$ cat config.mk
export PLATFORM = sky130hd
export DESIGN_NAME = grr_ram
export DESIGN_NICKNAME = d
export VERILOG_FILES = /design/src/rtl/grr_ram.sv
export SDC_FILE = /design/constraint.sdc
export NUM_CORES = 2
export LEC_CHECK = 0
export BUFFER_PORTS_ARGS = -buffer_cell sky130_fd_sc_hd__buf_2
export CAP_MARGIN = 25
export CORE_MARGIN = 2
export CORE_UTILIZATION = 35
export DETAILED_ROUTE_END_ITERATION = 10
export GPL_ROUTABILITY_DRIVEN = 0
export GPL_TIMING_DRIVEN = 0
export PLACE_DENSITY = 0.55
export SYNTH_ARGS = -nofsm -noshare
export SYNTH_HDL_FRONTEND = slang
export SYNTH_SLANG_ARGS = --single-unit
$ cat constraint.sdc
create_clock -name i_clk -period 5 [get_ports i_clk]
set_input_delay 1 -clock i_clk [delete_from_list [all_inputs] [get_ports i_clk]]
set_output_delay 1 -clock i_clk [all_outputs]
set_load 0.01 [all_outputs]
$ cat src/rtl/grr_ram.sv
`timescale 1ns / 1ps
module grr_ram #(
    parameter int WIDTH = 8,
    parameter int DEPTH = 256
) (
    input  logic                     i_clk,
    input  logic                     i_we,
    input  logic [$clog2(DEPTH)-1:0] i_waddr,
    input  logic [WIDTH-1:0]         i_wdata,
    input  logic [$clog2(DEPTH)-1:0] i_raddr,
    output logic [WIDTH-1:0]         o_rdata
);
    logic [WIDTH-1:0] r_mem [DEPTH];
    always_ff @(posedge i_clk) begin
        if (i_we) begin
            r_mem[i_waddr] <= i_wdata;
        end
        o_rdata <= r_mem[i_raddr];
    end
endmodule

==> impl_metrics.py <==
metrics = {
    "timing": {
        "rsz0062_at_grt": "false",
        "setup_viol": 0,
        "period_needed_ns": 4.72,
        "timing.fmax_mhz": 212,
        "final-hold-violation-count": 0,
        "slew_headroom_pct": 17.5,
        "timing.final.crit_share_pct": 94.4,
        "skew_ns": 0.0424,
        "whs_ns": 0.528,
        "drv_slew": 0,
        "worst_pin_slew_ns": 1.23,
        "setup-tns-final_ns": 0,
    },
    "logic_synthesis": {
        "ys_seq_area_share_pct": 77.5,
        "yosys-top-cells-area": "edfxtp_1, mux4_2, mux2i_1",
        "syn_area_sq_mm": 0.0796,
        "synth-seq-cells": 2056,
        "async_flop_share_pct": 0,
        "synth_ff_type": "edfxtp_1",
        "yosysTopAreaCell": "edfxtp_1",
        "yosysWarnings": 0,
        "synth_cells": 3733,
        "avgSynthCellArea_sq_um": 21.3,
        "synth_fp_nets": 3759,
        "yosys.area.top_type_share_pct": 77.3,
        "synth_edf_count": 2048,
        "ys_types": 55,
    },
    "critical_path": {
        "crit_path_start_kind": "primary input",
        "crit_family": "buffers and inverters",
        "critPathKind": "primary input to flip-flop",
        "cp.required_ns": 5.72,
        "slowest_stage": "nor4_1",
        "path_max_fanout": 10,
        "cp_num_buf_inv": 5,
        "arrival_ns": 5.44,
        "cp-end-kind": "flip-flop",
        "slowest_delay_ns": 1.10,
        "path_cells": "buf_2 -> buf_2 -> buf_2 -> nor2_1 -> clkbuf_1 -> a22oi_1 -> a31oi_1 -> nor4_1 -> nor4_1 -> buf_2",
        "path_common_cell": "buf_2",
    },
    "layout": {
        "nets": 4073,
        "final_common_cell": "edfxtp_1",
        "syn2layout_area_growth_pct": 14.5,
        "drive_above_1_share_pct": 22.7,
        "final_cell_mix": "edfxtp_1, mux4_2, nor2_1",
    },
    "cts": {
        "clockBufferDepth": 3,
        "cts_tree": "built",
        "clkSinkCount": 2056,
        "post_cts_buffers": 0,
        "htree_levels": 4,
        "clkSlewWorstSetupHoldPaths_ns": 0.06,
        "cts_root_buffer": "clkbuf_16",
        "ctsHoldBuffers": 0,
        "clk_latency_ns": 0.84,
        "cts-buffers-inserted": 209,
        "cts.repair.resized": 0,
    },
    "grt": {
        "overflow": 0,
        "grt_max_degree": 152,
        "grt_pass1_vias": 40519,
        "grt_usage_pct": 21.3,
        "grt_pass1_wl_microns": 338000,
        "antenna_found_initial": 22,
    },
    "detailed_routing": {
        "wire_per_inst_microns": 34.6,
        "route.detailed.drc": 0,
        "detail_route.vias_per_cell": 5.73,
        "first_pass_iters": 6,
        "vias": 41455,
        "drt-initial-drc-count": 6075,
        "ant_nets": 0,
        "totalWireLength_microns": 250000,
    },
    "die": {
        "die_width_microns": 481,
        "fp.dieH_microns": 481,
        "initial_core_util_pct": 35.1,
        "coreArea_sq_mm": 0.227,
        "io_pins": 34,
        "die_area_sq_mm": 0.231,
        "row_count": 175,
    },
    "outcome": {
        "status": "complete, no violations",
    },
    "placed_design": {
        "port_buffers": 26,
        "hpwl_microns": 168000,
    },
    "power": {
        "cellPowerDensity_mw_per_mm2": 397,
        "ir_drop_v": 0.000335,
        "leakage_uw": 0.0279,
    },
    "job": {
        "timing.max_cap.violations": 0,
    },
    "hold_path": {
        "min_path_type": "primary input to flip-flop",
    },
}
-- worst register-to-register path: stages, from the launching register on --
cell and delay [ns]:
edfxtp_1 0.33, mux4_1 0.26, mux4_2 0.31, nor2_1 0.09, a2111oi_1 0.99, nor3_1 0.44
nor4_1 0.97
-- cells in the mapped netlist, types with 2 or more instances --
library cell and n:
a2111oi_0 2, a2111oi_1 2, a211oi_1 16, a21oi_1 96, a221oi_1 13, a22o_1 8, a22oi_1 133, a311oi_1 2
a31oi_1 2, and2_1 6, and3b_1 2, buf_1 22, buf_12 8, buf_2 31, buf_4 27, buf_6 21
buf_8 13, clkbuf_1 111, dfxtp_1 8, edfxtp_1 2048, mux2i_1 134, mux4_1 2, mux4_2 454, nand2_1 33
nand2b_1 8, nand3_1 34, nand3b_1 2, nand4_1 10, nor2_1 282, nor2b_1 31, nor3_1 22, nor4_1 24
nor4_2 3, o211ai_1 10, o21ai_0 10, o21ai_1 2, o221ai_1 46, o22a_1 5, o22ai_1 28, o32ai_1 4
or2_2 4
-- final timing paths --
path,startpoint,endpoint,slack [ns],cells after the start
max,i_raddr[2],o_rdata[3]$_DFF_P_,0.28,10
min,i_wdata[2],r_mem[81][2]$_DFFE_PP_,0.53,1
max reg2reg,r_mem[128][1]$_DFFE_PP_,o_rdata[1]$_DFF_P_,1.44,6
min reg2reg,r_mem[226][7]$_DFFE_PP_,o_rdata[7]$_DFF_P_,1.43,6
-- per-stage QoR --
step	instance area [sq um]	power (uW)	cells	utilization (%)	setup slack [ns]
after global routing	91100	37000	7237	40.2	0.542
after floorplan	79600	20300	3733	-	2.06
final	91100	36100	7237	40.2	0.281
after CTS	91000	36300	7223	40.2	0.497
after detailed placement	84500	21400	6835	37.3	-0.410
after global placement	83500	21400	6768	36.8	-1.27
-- sequential cells by signal (all words and copies together) (netlist names) --
signal,flops
o_rdata,8
r_mem,2048
-- routing by layer --
metal  up-vias  routed length [microns]  GRT usage [%]
met5         -                       21              0
met4         4                     9020           7.27
met2      2312                   118000           33.6
li1      16371                        -              -
met1     22345                    99200           29.0
met3       423                    24500           5.18
-- logic make-up (layout without fill, tap and decap cells) --
kind of cell | Yosys count | in the layout | synth area share [%]
DFF | 2056 | 2056 | 77.5
muxes | 591 | 591 | 14.6
other | 0 | 4 | 0
buffers and inverters | 235 | 726 | 1.83
and+or+nand+nor | 466 | 466 | 2.63
AOI/OAI and AO/OA | 385 | 385 | 3.42
-- final cells by class --
class                      count  area, sq um
fill                       20066       136000
sequential                  2056        61700
multi-input combinational   1442        16500
clock buffer                 280         5550
tap                         3009         3760
buffer                       233         1480
timing repair buffer         103         1220
clock inverter               108          978
antenna                        4         10.0
inverter                       2         7.51
-- where the power goes --
part / internal (uW) / switching [uW]
sequential: 19000 / 10.3
combinational: 648 / 1450
clock: 8330 / 6700
total: 28000 / 8160
Note: power is estimated with default switching activity, not from simulation.
